## src/hdl/gaussian_exp2_color_map_assert.svh

```systemverilog
// ----------------------------------------------------------------------------
// Gaussian colour map assertion macros
// Shared concurrent assertion helpers, clocked on clock; GECM_ASSERT is gated by reset.
// ----------------------------------------------------------------------------
`ifndef GAUSSIAN_EXP2_COLOR_MAP_ASSERT_SVH
`define GAUSSIAN_EXP2_COLOR_MAP_ASSERT_SVH

// Assertion that is switched off while reset is high
`define GECM_ASSERT(label, prop, msg) \
   label: assert property (@(posedge clock) disable iff (reset) prop) else $error(msg);

// Assertion that also holds during reset
`define GECM_ASSERT_ALWAYS(label, prop, msg) \
   label: assert property (@(posedge clock) prop) else $error(msg);

`endif

```

## src/hdl/gecm_pkg.sv

```systemverilog
// ----------------------------------------------------------------------------
// Gaussian colour map package
// Widths, register codes, pipeline control types and the exp2 fraction table.
// ----------------------------------------------------------------------------
package gecm_pkg;

   // fraction table resolution
   localparam int EXP_TABLE_BITS = 8;
   localparam int TBL_SIZE       = 1 << EXP_TABLE_BITS;

   localparam int DATA_W  = 16;            // sample, registers and results
   localparam int E2_W    = 2 * DATA_W;    // squared distance
   localparam int XQ_W    = 22;            // exponent Q6.16
   localparam int IP_W    = XQ_W - 16;     // integer part of exponent
   localparam int TBL_W   = 17;            // table entry Q1.16
   localparam int PROD_W  = DATA_W + TBL_W;
   localparam int SH_W    = 7;             // shift amount 16..79
   localparam int XQ_LSB  = 26;            // scale of sharp * e^2

   localparam int NUM_CHAN = 4;            // red, green, blue, alpha
   localparam int NUM_STG  = 6;            // pipeline depth

   localparam logic [DATA_W:0] FULL_SCALE  = 17'd65535;
   localparam logic [SH_W-1:0] SHIFT_BASE  = 7'd16;
   localparam logic [SH_W-1:0] SHIFT_LIMIT = 7'd34;
   localparam logic [DATA_W-1:0] AMP_ONE   = 16'd16384;

   // register indexes
   typedef enum logic [2:0] {
      CSR_RED_SHARP   = 3'd0,
      CSR_GREEN_SHARP = 3'd1,
      CSR_BLUE_SHARP  = 3'd2,
      CSR_ALPHA_SHARP = 3'd3,
      CSR_RED_AMP     = 3'd4,
      CSR_GREEN_AMP   = 3'd5,
      CSR_BLUE_AMP    = 3'd6,
      CSR_ALPHA_AMP   = 3'd7
   } csr_index_type;

   // channel settings, channel 0 red .. 3 alpha
   typedef struct packed {
      logic [NUM_CHAN-1:0][DATA_W-1:0] sharp;
      logic [NUM_CHAN-1:0][DATA_W-1:0] amp;
   } cfg_type;

   // per-stage load enables
   typedef struct packed {
      logic [NUM_STG-1:0] en;
   } stage_ctl_type;

   typedef logic [TBL_W-1:0] exp_entry_type;
   typedef exp_entry_type exp_table_type [TBL_SIZE];

   // floor square root, two bits per step
   function automatic logic [63:0] isqrt64(input logic [63:0] val);
      logic [63:0] v;
      logic [63:0] res;
      logic [63:0] bitv;
      v    = val;
      res  = '0;
      bitv = 64'd1 << 62;
      for (int i = 0; i < 32; i++) begin
         if (v >= res + bitv) begin
            v   = v - (res + bitv);
            res = (res >> 1) + bitv;
         end else begin
            res = res >> 1;
         end
         bitv = bitv >> 2;
      end
      return res;
   endfunction

   // T[k] = 2^(-k/2^EXP_TABLE_BITS) in Q1.16, built from Q0.31 roots of 0.5
   function automatic exp_table_type build_exp_table();
      logic [63:0]   roots [EXP_TABLE_BITS+1];
      logic [63:0]   r;
      logic [63:0]   acc;
      exp_table_type tbl;
      r        = 64'd1 << 30;
      roots[0] = 64'd1 << 31;
      for (int j = 1; j <= EXP_TABLE_BITS; j++) begin
         r        = isqrt64(r << 31);
         roots[j] = r;
      end
      for (int k = 0; k < TBL_SIZE; k++) begin
         acc = 64'd1 << 31;
         for (int b = 0; b < EXP_TABLE_BITS; b++) begin
            if (((k >> b) & 1) != 0) begin
               acc = (acc * roots[EXP_TABLE_BITS - b] + (64'd1 << 30)) >> 31;
            end
         end
         tbl[k] = TBL_W'((acc + (64'd1 << 14)) >> 15);
      end
      return tbl;
   endfunction

   localparam exp_table_type EXP_TBL = build_exp_table();

endpackage

```

## src/hdl/gecm_csr.sv

```systemverilog
// ----------------------------------------------------------------------------
// Gaussian colour map settings
// Write-only register file for sharpness and amplitude of each channel.
// ----------------------------------------------------------------------------
module gecm_csr (
   input  logic                          clock,
   input  logic                          reset,
   input  logic                          csr_write_enable,
   input  logic [2:0]                    csr_index,
   input  logic [gecm_pkg::DATA_W-1:0]   csr_write_data,
   output gecm_pkg::cfg_type             cfg
);

   gecm_pkg::cfg_type cfg_ff;
   gecm_pkg::cfg_type cfg_in;

   // decode the write
   always_comb begin
      cfg_in = cfg_ff;
      if (csr_write_enable) begin
         case (gecm_pkg::csr_index_type'(csr_index))
            gecm_pkg::CSR_RED_SHARP:   cfg_in.sharp[0] = csr_write_data;
            gecm_pkg::CSR_GREEN_SHARP: cfg_in.sharp[1] = csr_write_data;
            gecm_pkg::CSR_BLUE_SHARP:  cfg_in.sharp[2] = csr_write_data;
            gecm_pkg::CSR_ALPHA_SHARP: cfg_in.sharp[3] = csr_write_data;
            gecm_pkg::CSR_RED_AMP:     cfg_in.amp[0]   = csr_write_data;
            gecm_pkg::CSR_GREEN_AMP:   cfg_in.amp[1]   = csr_write_data;
            gecm_pkg::CSR_BLUE_AMP:    cfg_in.amp[2]   = csr_write_data;
            gecm_pkg::CSR_ALPHA_AMP:   cfg_in.amp[3]   = csr_write_data;
            default:                   cfg_in = cfg_ff;
         endcase
      end
   end

   // reset: zero sharpness, unit amplitude
   always_ff @(posedge clock) begin
      if (reset) begin
         for (int c = 0; c < gecm_pkg::NUM_CHAN; c++) begin
            cfg_ff.sharp[c] <= '0;
            cfg_ff.amp[c]   <= gecm_pkg::AMP_ONE;
         end
      end else begin
         cfg_ff <= cfg_in;
      end
   end

   assign cfg = cfg_ff;

endmodule

```

## config.mk

```make
export PLATFORM = sky130hd
export DESIGN_NAME = gecm_csr
export DESIGN_NICKNAME = d
export VERILOG_FILES = /design/src/hdl/gaussian_exp2_color_map_assert.svh /design/src/hdl/gecm_pkg.sv /design/src/hdl/gecm_csr.sv
export SDC_FILE = /design/constraint.sdc
export NUM_CORES = 1
export LEC_CHECK = 0
export BUFFER_PORTS_ARGS = -buffer_cell sky130_fd_sc_hd__buf_4
export CORE_ASPECT_RATIO = 1.75
export CORE_MARGIN = 5
export CORE_UTILIZATION = 25
export CTS_CLUSTER_DIAMETER = 60
export DETAILED_ROUTE_END_ITERATION = 12
export GPL_TIMING_DRIVEN = 0
export PLACE_DENSITY = 0.48
export SYNTH_ARGS = -nofsm -noshare
export SYNTH_HDL_FRONTEND = slang
export SYNTH_SLANG_ARGS = --single-unit
export TNS_END_PERCENT = 10
```

## constraint.sdc

```tcl
create_clock -name clock -period 1.6 [get_ports clock]
set_input_delay 0.16 -clock clock [delete_from_list [all_inputs] [get_ports clock]]
set_output_delay 0.16 -clock clock [all_outputs]
set_load 0.005 [all_outputs]
```

==> results of run 1 <==
[cell families (layout without fill, tap and decap cells)]
| family | count (synthesis) | after routing | synth area share [%] |
|---|---|---|---|
| DFF | 128 | 128 | 50.8 |
| and+or+nand+nor | 153 | 153 | 19.4 |
| buffers and inverters | 46 | 226 | 4.34 |
| muxes | 128 | 128 | 25.4 |
[how the worst min path moves through the flow]
stage / depth (start not counted) / endpoint / from
floorplan: 2 / cfg[14] / csr_write_data[14]
global placement: 2 / cfg[93] / cfg[93]
detailed placement: 2 / cfg[80] / cfg[80]
CTS: 3 / cfg[14] / csr_write_data[14]
global route: 3 / cfg[46] / csr_write_data[14]
finish: 3 / cfg[30] / csr_write_data[14]
[where the power goes]
group | switching, mW | total [mW] | internal, mW
clock | 1.46 | 4.00 | 2.54
combinational | 0.253 | 0.516 | 0.263
sequential | 0.0450 | 3.30 | 3.26
[cells in the mapped netlist, drive strengths merged]
library cell,n,area [sq um]
and4bb,1,12.5
mux2i,128,1280
clkbuf,17,63.8
nand4b,3,26.3
or4b,1,10.0
nand2b,140,876
nor2,5,18.8
nand4,1,12.5
nand4bb,2,22.5
buf,29,155
dfxtp,128,2560
[per-stage QoR]
step,setup TNS (ns),instances
floorplan,0,455
global placement,-15.69,848
detailed placement,-18.13,848
CTS,0,880
global route,0,880
finish,0,880
[cell type report]
type                       instances  area, sq um
multi-input combinational        281         2260
buffer                            46          219
clock inverter                    12          160
sequential                       128         2560
fill                            2033        12700
tap                              245          307
clock buffer                      20          457
timing repair buffer             148         1110
[layer usage]
metal	GRT usage (%)	share of wire (%)
met1	14.1	38
met2	25.2	55
met3	3.29	4.3
met4	5.63	2.4
met5	0	0
[worst max-delay path: stages]
cell and delay, ns:
clkbuf_1 0.31, buf_2 0.27, buf_2 0.24, clkbuf_1 0.37
nand2b_1 0.17, mux2i_1 0.07
==> flow_summary.toml, run 1 <==
[setup_path]
reg2reg_depth = 2
critPathKind = "primary input to flip-flop"
endpoint_kind = "flip-flop"
reg2reg_from = "cfg[62]"
cp.required_ns = 1.87
r2r-end = "cfg[62]"
rrSetupSlack_ns = 0.95
worstSetupStartpoint = "reset"
worstSetupEndpoint = "cfg[116]"
worst_setup_path_start_kind = "primary input"
cp_max_fo = 10
critPathArrivalTime_ns = 1.59

[timing]
period_needed_ns = 1.32
max_freq_ghz = 0.758
period_share_pct = 82.5
slew_viol_final = 0
hold-worst-slack_ns = 0.0852
maxSlewHeadroom_pct = 60.4
rsz0062_at_grt = "no"
worstMarginPinSlew_ns = 0.593
hold_violations = 0
fin_ws_ns = 0.280
setup_viol = 0
skew_ns = 0

[detailed_routing]
via_per_inst = 4.25
drt.antenna.violating_nets = 0
drc_errors = 0
vias = 3738
wl_per_cell_um = 17.7
drt-total-wl_mm = 15.6
drt_iter0_markers = 97
dr.pass1.iters = 4

[min_path]
hold_path.class = "primary input to flip-flop"

[floorplan]
die_h_um = 198
fp.coreArea_sq_um = 19800
die_w_um = 117
num_rows = 68
dieArea_sq_um = 23200
io_pins = 150
start_util_pct = 25.4

[placement]
gp_congestion = 0.753
place_area_sq_um = 6460
dp_hpwl_mm = 12.0
dp_slack_ns = -0.244
port_buffers = 148

[grt]
groute.usage.overall_pct = 13.4
overflow = 0
grt_pass1_wl_mm = 24.2
grt_max_degree = 17
grt_pass1_vias = 4103
grt_antenna_before_repair = 0

[pwr]
finalPower_mw = 7.82
irDropWorstVdd_uv = 596
leakagePower_nw = 3.54
power_density_nw_per_um2 = 1110

[clock_tree]
clock_latency_ns = 0.40
cts_buffer_depth = 2
holdBufCountCts = 0
cts_buffers = 17
ctsHtreeMaxLevel = 4
clk_pin_slew_ns = 0.06
cts_num_sinks = 128
ctsResizeCount = 0
postCtsSetupBuffers = 0
cts_tree = "built"
clockRootBuffer = "clkbuf_16"

[layout]
largest_reg_flops = 128
area_growth_pct = 40.4
drive_gt1_share_pct = 31.3
n_antenna_cell = 0
fin_area_sq_um = 7080
nNetsFinal = 644
layout_common_cells = "buf_4, nand2b_1, mux2i_1, dfxtp_1, clkbuf_1"
utilization_pct = 35.7
final_common_cell = "buf_4"

[synth]
syn_area_per_cell_sq_um = 11.1
ys_ff_latch = 128
synthesis.area_sq_um = 5040
synthCells = 455
yosys_warnings = 0
synth-seq-area-share_pct = 50.8
ys_types = 15
synth_nets = 477

[run]
drv_cap = 0

[status]
outcome = "finished clean"
No activity file was read; power rests on OpenSTA's default activity.
==> inputs of run 2 (changes only) <==
Settings changed: PLACE_DENSITY 0.48 to 0.49.
Clock period 1.6 ns to 1.1 ns, I/O delays scaled along.
==> run 2 against run 1 <==
Against the previous run:
- power is 42% higher
- critical path depth is 5 lower
- final area is 0.28% lower
- routed wire length is 1.8% higher
- worst hold slack worse by 0.054 ns
- sequential share of layout area is 0.10 points higher
- clock skew stayed put
- global-route usage is 0.26 points higher
- setup slack worse by 0.22 ns
- non-clock buffer count stayed put
- highest routed layer unchanged
==> flow_summary.toml, run 2 (same netlist as run 1, synthesis figures left out) <==
[layout]
utilization_pct = 35.6
n_antenna_cell = 0
final_common_cell = "buf_4"
nNetsFinal = 644
drive_gt1_share_pct = 33.1
fin_area_sq_um = 7060
area_growth_pct = 40.0
largest_reg_flops = 128
layout_common_cells = "buf_4, nand2b_1, mux2i_1, dfxtp_1, clkbuf_16"
fillerInstances = 2052

[grt]
groute.usage.overall_pct = 13.7
busiest_layer = "met2"
use_met2_pct = 26.2
grt_pass1_vias = 4126
use_met3_pct = 3.40
grt_pass1_wl_mm = 24.4
grt_antenna_before_repair = 0
overflow = 0
met1_usage_pct = 13.6
grt_max_degree = 17

[clock_tree]
postCtsSetupBuffers = 0
cts_buffers = 17
clockRootBuffer = "clkbuf_16"
clk_pin_slew_ns = 0.06
cts_num_sinks = 128
cts_buffer_depth = 2
clock_latency_ns = 0.41
ctsHtreeMaxLevel = 4
cts_tree = "built"

[timing]
max_freq_ghz = 0.966
worstMarginPinSlew_ns = 0.643
maxSlewHeadroom_pct = 57.2
period_needed_ns = 1.04
rsz0062_at_grt = "no"
hold-worst-slack_ns = 0.0308
setup_viol = 0
slew_viol_final = 0
hold_violations = 0
period_share_pct = 94.1
finalSetupTns_ns = 0
fin_ws_ns = 0.0647
skew_ns = 0

[setup_path]
critical_path_depth = 1
critPathArrivalTime_ns = 0.93
slowest_stage = "dfxtp_1"
cp.required_ns = 0.99
cp_max_fo = 2
path_cells = "buf_4"
endpoint_kind = "output port"
worstSetupStartpoint = "cfg[32]"
slowest_delay_ns = 0.38
r2r-end = "cfg[61]"
worstSetupEndpoint = "cfg[32]"
rrSetupSlack_ns = 0.46
worst_setup_path_start_kind = "flip-flop"
critPathKind = "flip-flop to output port"
reg2reg_from = "cfg[61]"
cp_top_family = "flip-flops"
cp.buffers_inverters = 1
reg2reg_depth = 2

[pwr]
power_density_nw_per_um2 = 1570
irDropWorstVdd_uv = 774
leakagePower_nw = 3.56

[floorplan]
start_util_pct = 25.4
dieArea_sq_um = 23200
num_rows = 68
die_h_um = 198
fp.coreArea_sq_um = 19800
io_pins = 150
die_w_um = 117

[detailed_routing]
dr.pass1.iters = 4
drt_iter0_markers = 73
wl_per_cell_um = 18.0
drt-total-wl_mm = 15.8
drt.antenna.violating_nets = 0
via_per_inst = 4.29
drc_errors = 0
vias = 3774

[placement]
dp_slack_ns = -0.585
dp_hpwl_mm = 12.3
place_area_sq_um = 6460
gp_congestion = 0.723
port_buffers = 148

[min_path]
worst_hold_startpoint = "csr_write_data[14]"
hold_path.class = "primary input to flip-flop"

[run]
drv_cap = 0

[status]
outcome = "finished clean"
-- run 2: changes by cell type in the layout (fill, tap and decap cells not counted) --
cell	delta
bufinv_16	-1
clkbuf_2	+11
buf_1	-1
or4b_4	+1
clkinvlp_4	-1
or4b_1	-1
clkinv_2	+3
buf_4	+1
clkbuf_1	-9
clkinv_4	-3
-- run 2: what timing repair did --
action,in CTS,in global routing
hold buffers,0,0
gates resized for setup,6,14
setup endpoints to repair,92,96
-- run 2: power by group --
part	internal (mW)	switching, mW	total (mW)
sequential	4.74	0.0666	4.81
combinational	0.389	0.372	0.762
clock	3.44	2.08	5.52
-- run 2: layer usage --
metal / share of wire (%) / vias to the layer above
met3: 3.9 / 22
met4: 2.7 / 0
met1: 37 / 1815
li1: - / 1835
met2: 56 / 102
met5: 0 / -
-- run 2: worst min-delay path by stage --
stage / to / slack (ns) / depth (start not counted)
after floorplan: cfg[14] / 0.30 / 2
after global placement: cfg[14] / 0.45 / 3
after detailed placement: cfg[30] / 0.45 / 3
after CTS: cfg[62] / 0.01 / 3
after global routing: cfg[62] / 0.03 / 3
final: cfg[62] / 0.03 / 3
-- run 2: stage by stage --
step / instances / total power [mW]
CTS: 880 / 11.3
finish: 880 / 11.1
detailed placement: 848 / 5.69
global placement: 848 / 5.68
global route: 880 / 11.5
floorplan: 455 / 5.28
-- run 2: worst reg2reg max path, cell delays in order (launching register included) --
cell and delay, ns:
dfxtp_1 0.36, nand2b_1 0.07, mux2i_1 0.14
-- run 2: area by class of cell --
cell class / count / area, sq um / share of cell area [%]
clock inverters: 10 / 111 / 1.58
repair buffers: 148 / 1110 / 15.7
plain buffers: 46 / 236 / 3.35
flip-flops and latches: 128 / 2560 / 36.3
clock buffers: 22 / 464 / 6.58
well taps: 245 / 307 / 4.34
multi-input cells: 281 / 2260 / 32.1
